--- src/rtl/core/brs_pkg.sv ---
// Shared types, constants and helpers for the BMP row nearest scaler.
// Used by the scaler, divider and checker under rtl/core; depends on nothing.
package brs_pkg;

    localparam int MAX_SRC_WIDTH = 8192;
    localparam int POS_BITS      = 14;
    localparam int ADDR_BITS     = $clog2(MAX_SRC_WIDTH);

    localparam int SRCW_BITS = 14;
    localparam int SRCH_BITS = 16;
    localparam int DST_BITS  = 12;
    localparam int SIZE_BITS = 16;
    localparam int PIX_BITS  = 16;

    localparam int DIV_Q_BITS = 16;
    localparam int DIV_D_BITS = DST_BITS;
    localparam int DIV_N_BITS = DIV_Q_BITS + DIV_D_BITS;

    localparam int CFG_IDX_BITS  = 3;
    localparam int CFG_DATA_BITS = 16;

    localparam logic [CFG_IDX_BITS-1:0] CFG_SRC_WIDTH  = 3'd0;
    localparam logic [CFG_IDX_BITS-1:0] CFG_SRC_HEIGHT = 3'd1;
    localparam logic [CFG_IDX_BITS-1:0] CFG_DST_WIDTH  = 3'd2;
    localparam logic [CFG_IDX_BITS-1:0] CFG_DST_HEIGHT = 3'd3;
    localparam logic [CFG_IDX_BITS-1:0] CFG_TOP_DOWN   = 3'd4;

    localparam logic [1:0] FUNC_WRITE = 2'd0;
    localparam logic [1:0] FUNC_READ  = 2'd1;
    localparam logic [1:0] FUNC_ROW   = 2'd2;

    localparam logic STATUS_GOOD = 1'b0;
    localparam logic STATUS_ERR  = 1'b1;

    typedef struct packed {
        logic [1:0]          func;
        logic [POS_BITS-1:0] position;
        logic [7:0]          first_byte;
        logic [7:0]          second_byte;
        logic [7:0]          third_byte;
    } brs_in_t;

    typedef struct packed {
        logic [PIX_BITS-1:0]  pixel_word;
        logic [SIZE_BITS-1:0] source_row;
        logic                 status;
    } brs_out_t;

    function automatic logic [PIX_BITS-1:0] pack_rgb565(
        input logic [7:0] b0,
        input logic [7:0] b1,
        input logic [7:0] b2
    );
        return {b0[7:3], b1[7:2], b2[7:3]};
    endfunction

endpackage

--- src/rtl/core/brs_divider.sv ---
// Restoring divider, one quotient bit per cycle, for the position scaling.
// Depends on brs_pkg for operand widths.
module brs_divider (
    input  logic                            aclk,
    input  logic                            aresetn,
    input  logic                            start,
    input  logic [brs_pkg::DIV_N_BITS-1:0]  dividend,
    input  logic [brs_pkg::DIV_D_BITS-1:0]  divisor,
    output logic                            done,
    output logic [brs_pkg::DIV_Q_BITS-1:0]  quotient
);
    import brs_pkg::*;

    localparam int CNT_BITS = $clog2(DIV_Q_BITS);
    localparam logic [CNT_BITS-1:0] LAST_STEP = CNT_BITS'(DIV_Q_BITS - 1);

    logic                  busy_reg;
    logic                  done_reg;
    logic [CNT_BITS-1:0]   cnt_reg;
    logic [DIV_D_BITS-1:0] rem_reg;
    logic [DIV_D_BITS-1:0] rem_next;
    logic [DIV_D_BITS-1:0] div_reg;
    logic [DIV_Q_BITS-1:0] quo_reg;
    logic [DIV_D_BITS+1:0] diff;
    logic                  qbit;

    always_comb begin
        diff     = {1'b0, rem_reg, quo_reg[DIV_Q_BITS-1]} - {2'b00, div_reg};
        qbit     = ~diff[DIV_D_BITS+1];
        rem_next = qbit ? diff[DIV_D_BITS-1:0]
                        : {rem_reg[DIV_D_BITS-2:0], quo_reg[DIV_Q_BITS-1]};
    end

    always_ff @(posedge aclk) begin
        if (!aresetn) begin
            busy_reg <= 1'b0;
            done_reg <= 1'b0;
            cnt_reg  <= '0;
        end else begin
            done_reg <= 1'b0;
            if (start) begin
                busy_reg <= 1'b1;
                cnt_reg  <= '0;
            end else if (busy_reg) begin
                cnt_reg <= cnt_reg + 1'b1;
                if (cnt_reg == LAST_STEP) begin
                    busy_reg <= 1'b0;
                    done_reg <= 1'b1;
                end
            end
        end
    end

    always_ff @(posedge aclk) begin
        if (start) begin
            rem_reg <= dividend[DIV_N_BITS-1:DIV_Q_BITS];
            quo_reg <= dividend[DIV_Q_BITS-1:0];
            div_reg <= divisor;
        end else if (busy_reg) begin
            rem_reg <= rem_next;
            quo_reg <= {quo_reg[DIV_Q_BITS-2:0], qbit};
        end
    end

    assign done     = done_reg;
    assign quotient = quo_reg;

endmodule

--- config.mk ---
export PLATFORM = sky130hd
export DESIGN_NAME = brs_divider
export DESIGN_NICKNAME = d
export VERILOG_FILES = /design/src/rtl/core/brs_pkg.sv /design/src/rtl/core/brs_divider.sv
export SDC_FILE = /design/constraint.sdc
export NUM_CORES = 1
export LEC_CHECK = 0
export BUFFER_PORTS_ARGS = -buffer_cell sky130_fd_sc_hd__clkbuf_2
export CAP_MARGIN = 10
export CELL_PAD_IN_SITES_DETAIL_PLACEMENT = 0
export CELL_PAD_IN_SITES_GLOBAL_PLACEMENT = 1
export CORE_MARGIN = 3
export CORE_UTILIZATION = 45
export CTS_CLUSTER_SIZE = 28
export DETAILED_ROUTE_END_ITERATION = 8
export HOLD_SLACK_MARGIN = 0.1
export PLACE_DENSITY_LB_ADDON = 0.1
export SLEW_MARGIN = 15
export SYNTH_ARGS = -nofsm -noshare
export SYNTH_HDL_FRONTEND = slang
export SYNTH_SLANG_ARGS = --single-unit
--- constraint.sdc ---
create_clock -name aclk -period 3.3 [get_ports aclk]
set_clock_uncertainty 0.05 [all_clocks]
set_input_delay 0.495 -clock aclk [delete_from_list [all_inputs] [get_ports aclk]]
set_output_delay 0.495 -clock aclk [all_outputs]
set_load 0.005 [all_outputs]
**Word level (Yosys, flattened, before mapping)**

Cells that the tools add are included.

- Input bits: 43
- Register bits after elaboration: 46

- Reduce and logical (&&, ||, !) cells: 3
- Eq/ne operators: 1
- $add $sub $neg: 2
- Bitwise operators: 3
- Muxes and demuxes: 9

Operators with widths:

| operator | count |
|---|---|
| 2-to-1 mux 12 bit | 3 |
| 2-to-1 mux 16 bit | 2 |
| subtractor 13 x 12 -> 14 bit | 1 |
| adder 4 x 1 -> 4 bit, second input constant | 1 |
| equality test 4 bit, second input constant | 1 |
| 2-to-1 mux 1 bit | 4 |
| inverter 1 bit | 3 |
| OR reduction 3 bit | 1 |
| nonzero test 2 bit | 1 |
| OR reduction 2 bit | 1 |

**Longest topological paths before layout**

Gate-level depths: netlist of run 1.

- Depth after elaboration: 4
- Depth in mapped cells: 9
- Depth with buffers taken out: 9

**Least setup slack after synthesis of run 1**

OpenSTA, ideal clock, no wires.

- Path kind: register to register
- Start point: register quo_reg[15] (netlist: quotient[15])
- End point: register rem_reg[10], data pin
- Buffers on the path: 0
- Period minus slack after synthesis: 2213 ps
- Stages on the path, launching flop included: 10
- Path slack: 1087 ps
- Arrival: 1895 ps
- Path through: edfxtp_1 inv_1 ha_1 inv_1 fa_1 a211oi_1 o211ai_1 and4_1 a211oi_1 o31ai_1

- Word-level cells in the longest chain between the ends: 4

Ends and longest elaborated chain:

| element | line | text |
|---|---|---|
| start, declared | brs_divider.sv:23 | `logic [DIV_Q_BITS-1:0] quo_reg;` |
| start signal, assigned | brs_divider.sv:57 | `quo_reg <= dividend[DIV_Q_BITS-1:0];` |
| start signal, assigned | brs_divider.sv:61 | `quo_reg <= {quo_reg[DIV_Q_BITS-2:0], qbit};` |
| subtractor 13 x 12 -> 14 bit | brs_divider.sv:28 | `diff = {1'b0, rem_reg, quo_reg[DIV_Q_BITS-1]} - {2'b00, div_reg};` |
| 2-to-1 mux 12 bit | brs_divider.sv:30 | `rem_next = qbit ? diff[DIV_D_BITS-1:0]` |
| 2-to-1 mux 12 bit | brs_divider.sv:59 | `end else if (busy_reg) begin` |
| 2-to-1 mux 12 bit | brs_divider.sv:55 | `if (start) begin` |
| end signal, assigned | brs_divider.sv:56 | `rem_reg <= dividend[DIV_N_BITS-1:DIV_Q_BITS];` |
| end signal, assigned | brs_divider.sv:60 | `rem_reg <= rem_next;` |
| end, declared | brs_divider.sv:20 | `logic [DIV_D_BITS-1:0] rem_reg;` |

No other way between the ends. The select of a mux whose other input is x is not followed.
A chain may end at the register's enable or synchronous reset.

**Final worst setup path of run 1**

Ends and elaborated chain as after synthesis.

==> results of run 1 <==
synth_stat cells, types with 2 or more instances:
| cell | n | area, um2 |
|---|---|---|
| sky130_fd_sc_hd__o31ai_1 | 5 | 37.5 |
| sky130_fd_sc_hd__nand4_1 | 4 | 25.0 |
| sky130_fd_sc_hd__a211oi_1 | 3 | 22.5 |
| sky130_fd_sc_hd__nor2b_1 | 4 | 25.0 |
| sky130_fd_sc_hd__a31oi_1 | 2 | 12.5 |
| sky130_fd_sc_hd__nand2_1 | 13 | 48.8 |
| sky130_fd_sc_hd__nand3_1 | 3 | 15.0 |
| sky130_fd_sc_hd__a21oi_1 | 7 | 35.0 |
| sky130_fd_sc_hd__edfxtp_1 | 40 | 1200 |
| sky130_fd_sc_hd__o21ai_1 | 2 | 10.0 |
| sky130_fd_sc_hd__nand2b_1 | 4 | 25.0 |
| sky130_fd_sc_hd__o21ai_0 | 5 | 25.0 |
| sky130_fd_sc_hd__and4_1 | 2 | 17.5 |
| sky130_fd_sc_hd__ha_1 | 13 | 163 |
| sky130_fd_sc_hd__and2_1 | 5 | 31.3 |
| sky130_fd_sc_hd__xnor2_1 | 4 | 35.0 |
| sky130_fd_sc_hd__mux2_2 | 15 | 169 |
| sky130_fd_sc_hd__nor3_1 | 4 | 20.0 |
| sky130_fd_sc_hd__a21o_1 | 4 | 30.0 |
| sky130_fd_sc_hd__a41oi_1 | 4 | 35.0 |
| sky130_fd_sc_hd__o31a_1 | 2 | 17.5 |
| sky130_fd_sc_hd__clkbuf_1 | 4 | 15.0 |
| sky130_fd_sc_hd__o311ai_1 | 3 | 26.3 |
| sky130_fd_sc_hd__dfxtp_1 | 6 | 120 |
| sky130_fd_sc_hd__mux2i_1 | 2 | 20.0 |
| sky130_fd_sc_hd__nor2_1 | 14 | 52.6 |
| sky130_fd_sc_hd__inv_1 | 14 | 52.6 |
| sky130_fd_sc_hd__xor2_1 | 6 | 52.6 |
area by class of cell:
| class | instances | area, um2 |
|---|---|---|
| fillers | 483 | 2270 |
| flip-flops and latches | 46 | 1320 |
| multi-input cells | 149 | 1150 |
| repair buffers | 62 | 318 |
| well taps | 70 | 87.6 |
| clock buffers | 6 | 72.6 |
| inverters | 14 | 52.6 |
| clock inverters | 2 | 37.5 |
worst reg2reg max path: stages (launching register included):
cell	delay, ns
sky130_fd_sc_hd__edfxtp_1	0.40
sky130_fd_sc_hd__inv_1	0.12
sky130_fd_sc_hd__ha_1	0.17
sky130_fd_sc_hd__inv_1	0.05
sky130_fd_sc_hd__fa_1	0.43
sky130_fd_sc_hd__a211oi_1	0.32
sky130_fd_sc_hd__o211ai_1	0.19
sky130_fd_sc_hd__and4_1	0.21
sky130_fd_sc_hd__a211oi_1	0.17
sky130_fd_sc_hd__o31ai_1	0.10
final timing paths:
path | startpoint | endpoint
max | quotient[15] | rem_reg[10]
min reg2reg | cnt_reg[3] | done
min | divisor[7] | div_reg[7]
max reg2reg | quotient[15] | rem_reg[10]
where the power goes:
group          internal [mW]  switching (mW)  total [mW]
sequential             0.732          0.0426       0.774
clock                  0.226           0.194       0.420
combinational          0.269           0.334       0.603
total                   1.23           0.570        1.80
per-stage QoR:
step / hold WS (ns) / cell area, um2
after floorplan: 0.389 / 2550
after global placement: 0.410 / 2930
after detailed placement: 0.408 / 2930
after CTS: 0.307 / 3040
after global routing: 0.305 / 3040
final: 0.315 / 3040
per-layer routing:
| layer | global-route usage | vias to the layer above |
|---|---|---|
| met5 | 0 | - |
| met4 | 0.0507 | 0 |
| met3 | 0.0466 | 6 |
| met2 | 0.249 | 48 |
| met1 | 0.269 | 850 |
| li1 | - | 946 |
cell usage in the layout, fill, tap and decap left out, types with 3 or more instances in the layout:
cell,instances
sky130_fd_sc_hd__a211oi_1,3
sky130_fd_sc_hd__a21o_1,4
sky130_fd_sc_hd__a21oi_1,7
sky130_fd_sc_hd__a41oi_1,4
sky130_fd_sc_hd__and2_1,5
sky130_fd_sc_hd__buf_4,3
sky130_fd_sc_hd__clkbuf_2,59
sky130_fd_sc_hd__clkbuf_8,5
sky130_fd_sc_hd__dfxtp_1,6
sky130_fd_sc_hd__edfxtp_1,40
sky130_fd_sc_hd__ha_1,13
sky130_fd_sc_hd__inv_1,14
sky130_fd_sc_hd__mux2_2,15
sky130_fd_sc_hd__nand2_1,13
sky130_fd_sc_hd__nand2b_1,4
sky130_fd_sc_hd__nand3_1,3
sky130_fd_sc_hd__nand4_1,4
sky130_fd_sc_hd__nor2_1,14
sky130_fd_sc_hd__nor2b_1,4
sky130_fd_sc_hd__nor3_1,4
sky130_fd_sc_hd__o21ai_0,5
sky130_fd_sc_hd__o311ai_1,3
sky130_fd_sc_hd__o31ai_1,5
sky130_fd_sc_hd__xnor2_1,4
sky130_fd_sc_hd__xor2_1,6
cells by family (layout without fill, tap and decap cells):
kind of cell / after synthesis / after routing / synth area share
buf+inv: 21 / 84 / 0.0329
compound gates: 50 / 50 / 0.151
mux: 17 / 17 / 0.0741
xor+xnor: 10 / 10 / 0.0343
simple gates: 58 / 58 / 0.118
fa+ha+maj: 14 / 14 / 0.0716
flops: 46 / 46 / 0.518
==> impl.org, run 1 <==
** Drt
- Average vias per placed instance :: 5.30
- For this run, design rule violations remaining after detail routing come to 0.
- Wire segments on met2 add up to approximately 2300 um in the final route.
- After detailed routing, the met3 layer carries 335 um of wire.
- Top Layer Used :: met4
- In the final routing, the length of wire on met1 measures 2660 um.
- For this block, the initial DRC count from the detailed router was 157.
- Via count of the routed design :: 1,850
- First-pass detailed-route iteration total :: 4
- Antenna violation net count after detailed routing :: 0
- Total wire length :: 5380 um
- Routed length per placed instance :: 15.4 um

** Floorplanning
- Horiz. Die Dim :: 81.3 um
- The core region is 5300 um2.
- From bottom edge to top edge, the die measures 81.3 um.
- Number of I/O pins :: 60
- Number of placement rows :: 26
- The die covers 6610 um2.
- Initial Util :: 0.481

** STA
- Setup violations remaining at the end of the flow were counted as 0.
- Final count of hold timing violations :: 0
- Fin Setup TNS :: 0 ns
- Slew @ Worst Pin :: 0.715 ns
- Static timing analysis puts the maximum clock frequency at 401 MHz.
- Final Max Tran Viols :: 0
- Post-route clock period utilization :: 0.756
- For the finished layout, the period the worst path requires is roughly 2.5 ns.
- Setup repair after global routing missed its margin :: false
- Setup slack closes at 0.805 ns.
- Normalized max-slew margin :: 0.523

** Clock tree
- Clock Latency Late Sink :: 0.30 ns
- H-tree Lvls :: 2
- Hold repair after CTS inserted 0 buffers.
- Clock slew at the register clock pins of the worst setup and hold paths :: around 0.090 ns
- For this design, the sink count on the clock tree is 46.
- Post CTS Setup Buffer Count :: 0
- CTS tree :: done
- Root cell of the clock tree :: sky130_fd_sc_hd__clkbuf_8
- CTS Buf Count :: 5
- Post-CTS repair changed the size of 0 cells.
- Buffer depth of the longest clock path :: 2

** Yosys
- The share of the Yosys chip area taken by registers is 0.518.
- Library cells used by synthesis :: 50
- Synthesized flop and latch total :: 46
- The average instance in the mapped netlist occupies between 10 and 15 um2.
- Yosys synthesis warning count :: 0
- In the synthesized netlist the async set-or-reset flop fraction comes to 0.
- Syn_nets :: roughly 270
- Number of enable flip-flop cells after synthesis :: 40
- Gate count of the mapped netlist :: 216
- Synthesized cell area :: 2550 um2
- Ys flop type :: sky130_fd_sc_hd__edfxtp_1

** Placed design
- Instance count after placement with tap cells included :: around 340
- Placer's final routability congestion estimate :: a little under 0.8
- Port Buffers :: 59
- Detailed placement ended at an HPWL of 3970 um.
- OpenSTA, run right after detailed placement, puts the worst setup slack at 0.810 ns.

** Power
- Final Power :: 1.80 mW
- For this design the ratio of total power to cell area is 592 nW/um2.
- IR drop worst, VDD :: 0.287 mV
- Leakage power :: 1.29 nW

** Global route
- The number of antenna violations at the first check in global routing was 0.
- The first global-routing pass estimated 8960 um of wire.
- Entering global routing, the biggest net connects 29 pins.
- In the global route stage, overall resource usage came out at 0.178.
- Total overflow reported by the global router :: 0
- Via count of the first global-routing pass :: 1,857

** Cells and area
- Final core utilization :: 0.572
- Once layout is complete, the cells apart from fillers number 349.
- Of the cells placed in the final design, the portion with a size suffix greater than 1 is 0.330.
- The register with the most flip-flops in the layout has 16 of them.
- Area grow syn2layout :: 19.0%
- Total number of nets in the final design :: 335
- The number of antenna diodes in the final layout is 0.

** Setup path
- The number of buffers and inverters on the critical path is 2.
- Max incr delay on CP :: 0.43 ns
- Crit path DAT :: roughly 2.5 ns
- For the worst flop-to-flop path, the logic depth is 9.
- Crit-path slowest cell :: sky130_fd_sc_hd__fa_1
- The setup check on the worst reg-to-reg path leaves a slack of just over 0.8 ns.
- STA classifies the critical path endpoint as a register.
- Worst path required time :: 3.27 ns
- STA classifies the critical path startpoint as a register.
- Counting buffers and inverters, the worst setup path is 9 cells deep.
- Grouping stages by cell kind, the critical path spends the most delay in compound AO/OA/AOI/OAI gates.
- Chain of cells forming the critical path :: inv_1 -> ha_1 -> inv_1 -> fa_1 -> a211oi_1 -> o211ai_1 -> and4_1 -> a211oi_1 -> o31ai_1
- CP Class :: register to register
- Along the worst path, the maximum fanout reaches 3.

** Min path
- Hold Crit Depth :: 1
- Worst min-delay path category :: input port to register

** Flow run
- Across the run, the number of max-cap violations was 0.

** Outcome
- The flow ran to the end, and the final reports show no timing, DRC or antenna violations.
Note: power is estimated with default switching activity, not from simulation.
==> run 2: changes to the inputs <==
CORE_UTILIZATION = 42   (was 45)
clock period = 2.5 ns   (was 3.3 ns; I/O delays follow)
==> impl.org, run 2 (synthesis gave the netlist of run 1 again) <==
** Floorplanning
- The die is 83.9 um tall.
- Die area :: about 7000 um2
- Initial Util :: 0.450
- Number of I/O pins :: 60
- Horiz. Die Dim :: approximately 84 um
- The core region is 5680 um2.
- Number of placement rows :: 27

** Global route
- The first global-routing pass estimated 9400 um of wire.
- Pin count of the biggest net entering global routing :: 39
- Via count of the first global-routing pass :: around 1,900
- Number of antenna violations at the first check in global routing :: 0
- Summed over all layers, the global routing overflow is 0.
- Global-route total usage across every layer :: 0.167

** Placed design
- At the placement stage, the worst setup path has a slack of 0.0607 ns.
- Port Buffers :: between 50 and 60
- Placer's final routability congestion estimate :: 0.792
- Estimated wirelength of the detail-placed design :: between 4000 and 5000 um

** Cells and area
- Total number of nets in the final design :: 340
- Compared with the post-synthesis result, the final layout area differs by 21.2%.
- Fraction of layout cells with a size suffix above 1 :: 0.345
- Commonest non-fill, non-tap cells in the layout :: 59 x sky130_fd_sc_hd__clkbuf_2, 40 x sky130_fd_sc_hd__edfxtp_1, 15 x sky130_fd_sc_hd__mux2_2
- Flip-flop count of the largest register after layout :: 16
- Antenna Diode Count :: 0
- Filler Cell Count :: 518
- The library cell used most frequently in the layout, excluding fill and tap cells, is sky130_fd_sc_hd__clkbuf_2.
- Once layout is complete, the utilization of the core stands at 0.545.

** Drt
- In the routed layout, each cell is associated on average with a via count of 5.31.
- Summing over every cut layer, the via total after detailed routing is 1,892.
- Post-detailed-route DRC marker count :: 0
- First-pass detailed-route iteration total :: 4
- Routed length per placed instance :: 15.7 um
- The first routing iteration left 130 violations.
- In this run the remaining antenna-violating nets after routing total 0.
- Wires add up to approximately 5600 um.

** STA
- Setup repair after global routing left no endpoint under its margin.
- Fin crit period :: 2.35 ns
- Once routing completed, OpenROAD measured the worst setup slack at 0.152 ns.
- Post-route clock period utilization :: 0.939
- The number of endpoints with negative hold slack in the final report is 0.
- Normalized max-slew margin :: 0.536
- Fmax :: 426 MHz
- Setup violations remaining at the end of the flow were counted as 0.
- Fin Setup TNS :: 0 ns
- Across all hold checks on the routed design, the worst slack comes to 0.201 ns.
- The number of max-slew violations in the final report came to 0.
- Slew @ Worst Pin :: 0.695 ns

** Setup path
- The critical path starts at quotient[15].
- Data on the critical path is required at its endpoint by around 2.5 ns.
- Of all nets on the critical path, the largest fanout is 3.
- By startpoint and endpoint, the worst setup path is classified as register to register.
- CP Launch Type :: register
- In this run the critical register-to-register path is launched from quotient[15].
- Data on the critical path arrives at its endpoint at 2.35 ns.
- Kind of end point of the critical path :: register

** Power
- IR drop worst, VDD :: 0.362 mV
- Summed over all cells, the static leakage comes to between 1 and 1.5 nW.
- Power density over the cells :: approximately 800 nW/um2
- Total power for the finished layout comes to 2.40 mW.

** Clock tree
- The number of clock buffers added by TritonCTS is 5.
- Post CTS Setup Buffer Count :: 0
- Buffer depth of the longest clock path :: 2
- The root buffer cell chosen for the clock tree is sky130_fd_sc_hd__clkbuf_8.
- Clock slew at the register clock pins of the worst setup and hold paths :: 0.08 ns
- The clock reaches the later pin of the worst-skew pair after 0.29 ns.
- The clock net in this run drives a total of 46 sinks.
- The H-tree generated during clock tree synthesis spans 2 levels.
- After clock tree synthesis, the flow added hold-fix buffers numbering 0.
- TritonCTS built the clock tree.

** Min path
- Worst min-delay path category :: input port to register
- Source of the worst hold timing path :: divisor[5]

** Outcome
- Run status :: finished, final reports clean

** Flow run
- Max-cap violations in this run came to 0.
## run 2: cell types whose count changed in the layout (fill, tap and decap cells not counted), sizes merged
cell / before / now
clkinvlp: 1 / 0
clkbuf: 65 / 66
buf: 3 / 8
## run 2: worst max-delay path, cell delays in order, from the launching register on
cell	delay [ns]
sky130_fd_sc_hd__edfxtp_1	0.39
sky130_fd_sc_hd__inv_1	0.09
sky130_fd_sc_hd__ha_1	0.18
sky130_fd_sc_hd__inv_1	0.07
sky130_fd_sc_hd__fa_2	0.38
sky130_fd_sc_hd__a211oi_2	0.24
sky130_fd_sc_hd__o211ai_1	0.19
sky130_fd_sc_hd__and4_1	0.22
sky130_fd_sc_hd__a211oi_1	0.21
sky130_fd_sc_hd__o31ai_1	0.10
## run 2: final timing paths
kind / endpoint / slack, ns / cells past startpoint
min: div_reg[5] / 0.20 / 1
min reg2reg: done / 0.42 / 2
max reg2reg: rem_reg[10] / 0.15 / 9
max: rem_reg[10] / 0.15 / 9
## run 2: area by class of cell
cell class | count | area [um2] | share of cell area
clock inverters | 1 | 30.0 | 0.00971
repair buffers | 67 | 368 | 0.119
flip-flops and latches | 46 | 1320 | 0.427
well taps | 72 | 90.1 | 0.0291
inverters | 14 | 52.6 | 0.0170
multi-input cells | 149 | 1150 | 0.373
clock buffers | 7 | 76.3 | 0.0247
## run 2: routing by layer
| metal | part of all wire | up-vias | global-route usage |
|---|---|---|---|
| met2 | 0.46 | 45 | 0.257 |
| met1 | 0.47 | 885 | 0.226 |
| met5 | 0 | - | 0 |
| met4 | 0.021 | 0 | 0.0643 |
| met3 | 0.048 | 10 | 0.0434 |
| li1 | - | 952 | - |
## run 2: repair_timing
action | CTS | global route
gates resized for setup | 0 | 2
endpoints found under the setup margin | 0 | 1
endpoints found under the hold margin | 0 | 0
## run 2: report_power, final
part	internal [mW]	total, mW	switching, mW
clock	0.299	0.543	0.244
sequential	0.966	1.02	0.0542
combinational	0.390	0.838	0.449
total	1.65	2.40	0.747
## run 2: per-stage QoR
stage | instance area (um2) | instances
2_1_floorplan | 2550 | 216
5_1_grt | 3090 | 356
6_report | 3090 | 356
3_5_place_dp | 2980 | 348
4_1_cts | 3080 | 356
3_3_place_gp | 2980 | 348
==> run 3: changes to the inputs <==
==> constraint.sdc (replaced) <==
create_clock -name aclk -period 2.5 [get_ports aclk]
set_clock_uncertainty 0.05 [all_clocks]
set_input_delay 0.25 -clock aclk [delete_from_list [all_inputs] [get_ports aclk]]
set_output_delay 0.25 -clock aclk [all_outputs]
set_load 0.005 [all_outputs]
==> impl.org, run 3 (synthesis gave the netlist of run 1 again) <==
** Cells and area
- Commonest non-fill, non-tap cells in the layout :: 59 x sky130_fd_sc_hd__clkbuf_2, 40 x sky130_fd_sc_hd__edfxtp_1, 15 x sky130_fd_sc_hd__mux2_2
- Filler Cell Count :: 494
- 0 antenna diodes ended up in the layout.
- Fraction of layout cells with a size suffix above 1 :: 0.342
- Leaving out fill and tap cells, the most frequent cell in the layout is sky130_fd_sc_hd__clkbuf_2.
- Total number of nets in the final design :: 354
- The register with the most flip-flops in the layout has 16 of them.
- Relative to the synthesized area, the layout overhead comes to 25.8%.
- At the end of the flow the core is filled with cells to 0.566.

** Drt
- In the routed design, unresolved DRC markers number 0.
- The routed layout has 1,950 vias.
- Dividing the detail-routed via count by the number of cells gives 5.27.
- Starting DRC count in detailed routing :: 97
- The count of nets left with antenna violations once routing finished came out at 0.
- After detailed routing, the average wire length per cell comes to around 16 um.
- The first detailed-routing pass took 4 iterations.
- Total wire length :: 5770 um

** Power
- IR drop worst, VDD :: 0.333 mV
- For this design the ratio of total power to cell area is 732 nW/um2.
- Leakage power :: 1.37 nW
- The design draws roughly 2.3 mW.

** Setup path
- Setup crit end :: rem_reg[7]
- For the worst setup path, the data arrival time is 2.35 ns.
- Kind of end point of the critical path :: register
- Traced cell by cell, the critical path runs through ha_1 -> a21o_1 -> or3_4 -> o211a_2 -> nor2_4 -> o311ai_1.
- The critical path starts at rem_reg[3].
- CP Launch Type :: register
- The worst register-to-register path begins at rem_reg[3].
- Together, buffers and inverters on the worst path number 0.
- The critical path runs through a total of 6 cells.
- The critical path in this run is classified as register to register.
- Setup slack on the worst reg-to-reg path comes out at 0.15 ns.
- Terminus of the critical flop-to-flop path :: rem_reg[7]
- Crit-path slowest cell :: sky130_fd_sc_hd__edfxtp_1
- On the critical path the largest part of the delay comes from compound AO/OA/AOI/OAI gates.
- Max incr delay on CP :: ~0.40 ns
- Worst reg2reg path depth :: 6
- Maximum fanout along the worst path :: 8
- Worst path required time :: between 2 and 2.5 ns

** Flow run
- Number of max-cap violations :: 0

** Clock tree
- Clock Latency Late Sink :: ~0.3 ns
- After clock tree synthesis, the clock-pin slew on the worst setup and hold paths is 0.09 ns.
- Buffer depth of the longest clock path :: 2
- TritonCTS built the clock tree.
- Root cell of the clock tree :: sky130_fd_sc_hd__clkbuf_8
- Once the clock tree was built, the setup fixing pass inserted 0 buffers.
- For this design, the sink count on the clock tree is 46.
- Clock tree synthesis inserted a total of 5 buffers.
- The H-tree was split into 2 levels.

** Floorplanning
- Die Span Y :: between 80 and 90 um
- The core region is 5680 um2.
- Number of I/O pins :: 60
- The die covers 7050 um2.
- Initial Util :: 0.450
- The floorplan has 27 rows.
- Horiz. Die Dim :: 83.9 um

** Global route
- For this run, global-route usage on met2 was measured as 0.257.
- The first global-routing pass estimated between 9000 and 10,000 um of wire.
- Busiest grt layer :: met2
- Total overflow reported by the global router :: 0
- Met3 Resource Use GR :: 0.0474
- In the global route stage, overall resource usage came out at 0.169.
- Number of antenna violations at the first check in global routing :: 0
- Via count of the first global-routing pass :: 1,960
- For this run, global-route usage on met1 was measured as 0.236.
- Pin count of the biggest net entering global routing :: 23

** STA
- For the pin with the worst max-slew slack, the measured transition is 0.499 ns.
- Post-layout worst setup margin :: around 0.15 ns
- Post-route clock period utilization :: 0.940
- Setup total negative slack on the finished layout was measured at 0 ns.
- Final Max Tran Viols :: 0
- Final count of hold timing violations :: 0
- Setup repair after global routing missed its margin :: false
- Measured against its own limit, the worst slew margin works out to 0.667.
- Endpoints failing setup :: 0
- Derived from the worst setup path, the maximum achievable clock frequency is 425 MHz.
- Worst hold slack across all endpoints :: 0.147 ns
- Fin crit period :: roughly 2.4 ns

** Outcome
- The run finished with clean final reports.

** Placed design
- Placement-stage worst setup slack :: 0.0645 ns
- Placer's final routability congestion estimate :: 0.843
- Summed over all nets, the half-perimeter wirelength after detailed placement is ~4300 um.
- The count of buffers added on input and output ports is 59.

** Min path
- Source of the worst hold timing path :: aresetn
- The path class of the tightest hold or removal check is input port to register.
[run 3: worst min-delay path by stage]
stage            endpoint  slack, ns  cells after the start
3_5_place_dp   div_reg[2]       0.38                      1
3_3_place_gp   div_reg[2]       0.38                      1
4_1_cts          busy_reg       0.13                      2
5_1_grt          busy_reg       0.15                      2
6_report         busy_reg       0.15                      2
2_1_floorplan  div_reg[0]       0.30                      0
[run 3: metrics by stage]
step | cells | instance area, um2
3_3_place_gp | 350 | 2990
2_1_floorplan | 216 | 2550
4_1_cts | 370 | 3200
6_report | 370 | 3210
5_1_grt | 370 | 3210
3_5_place_dp | 350 | 2990
[run 3: power by group]
part / internal (mW) / total [mW] / switching, mW
logic: 0.407 / 0.865 / 0.457
clock network: 0.199 / 0.461 / 0.262
registers: 0.966 / 1.02 / 0.0585
total: 1.57 / 2.35 / 0.778
[run 3: area by class of cell]
cell class              count  area, um2  area share
well taps                  72       90.1      0.0281
clock inverters             2       12.5     0.00390
repair buffers             81        503       0.157
multi-input cells         149       1160       0.361
clock buffers               6       72.6      0.0226
flip-flops and latches     46       1320       0.412
inverters                  14       52.6      0.0164
[run 3: per-layer routing]
metal / vias up / share of wire
li1: 982 / -
met1: 909 / 0.47
met2: 54 / 0.46
met3: 5 / 0.061
met4: 0 / 0.0071
met5: - / 0
[run 3: what timing repair did]
item / in CTS / in global routing
endpoints found under the hold margin: 12 / 0
gates resized for setup: 0 / 3
setup endpoints to repair: 0 / 3
hold buffers: 12 / 0
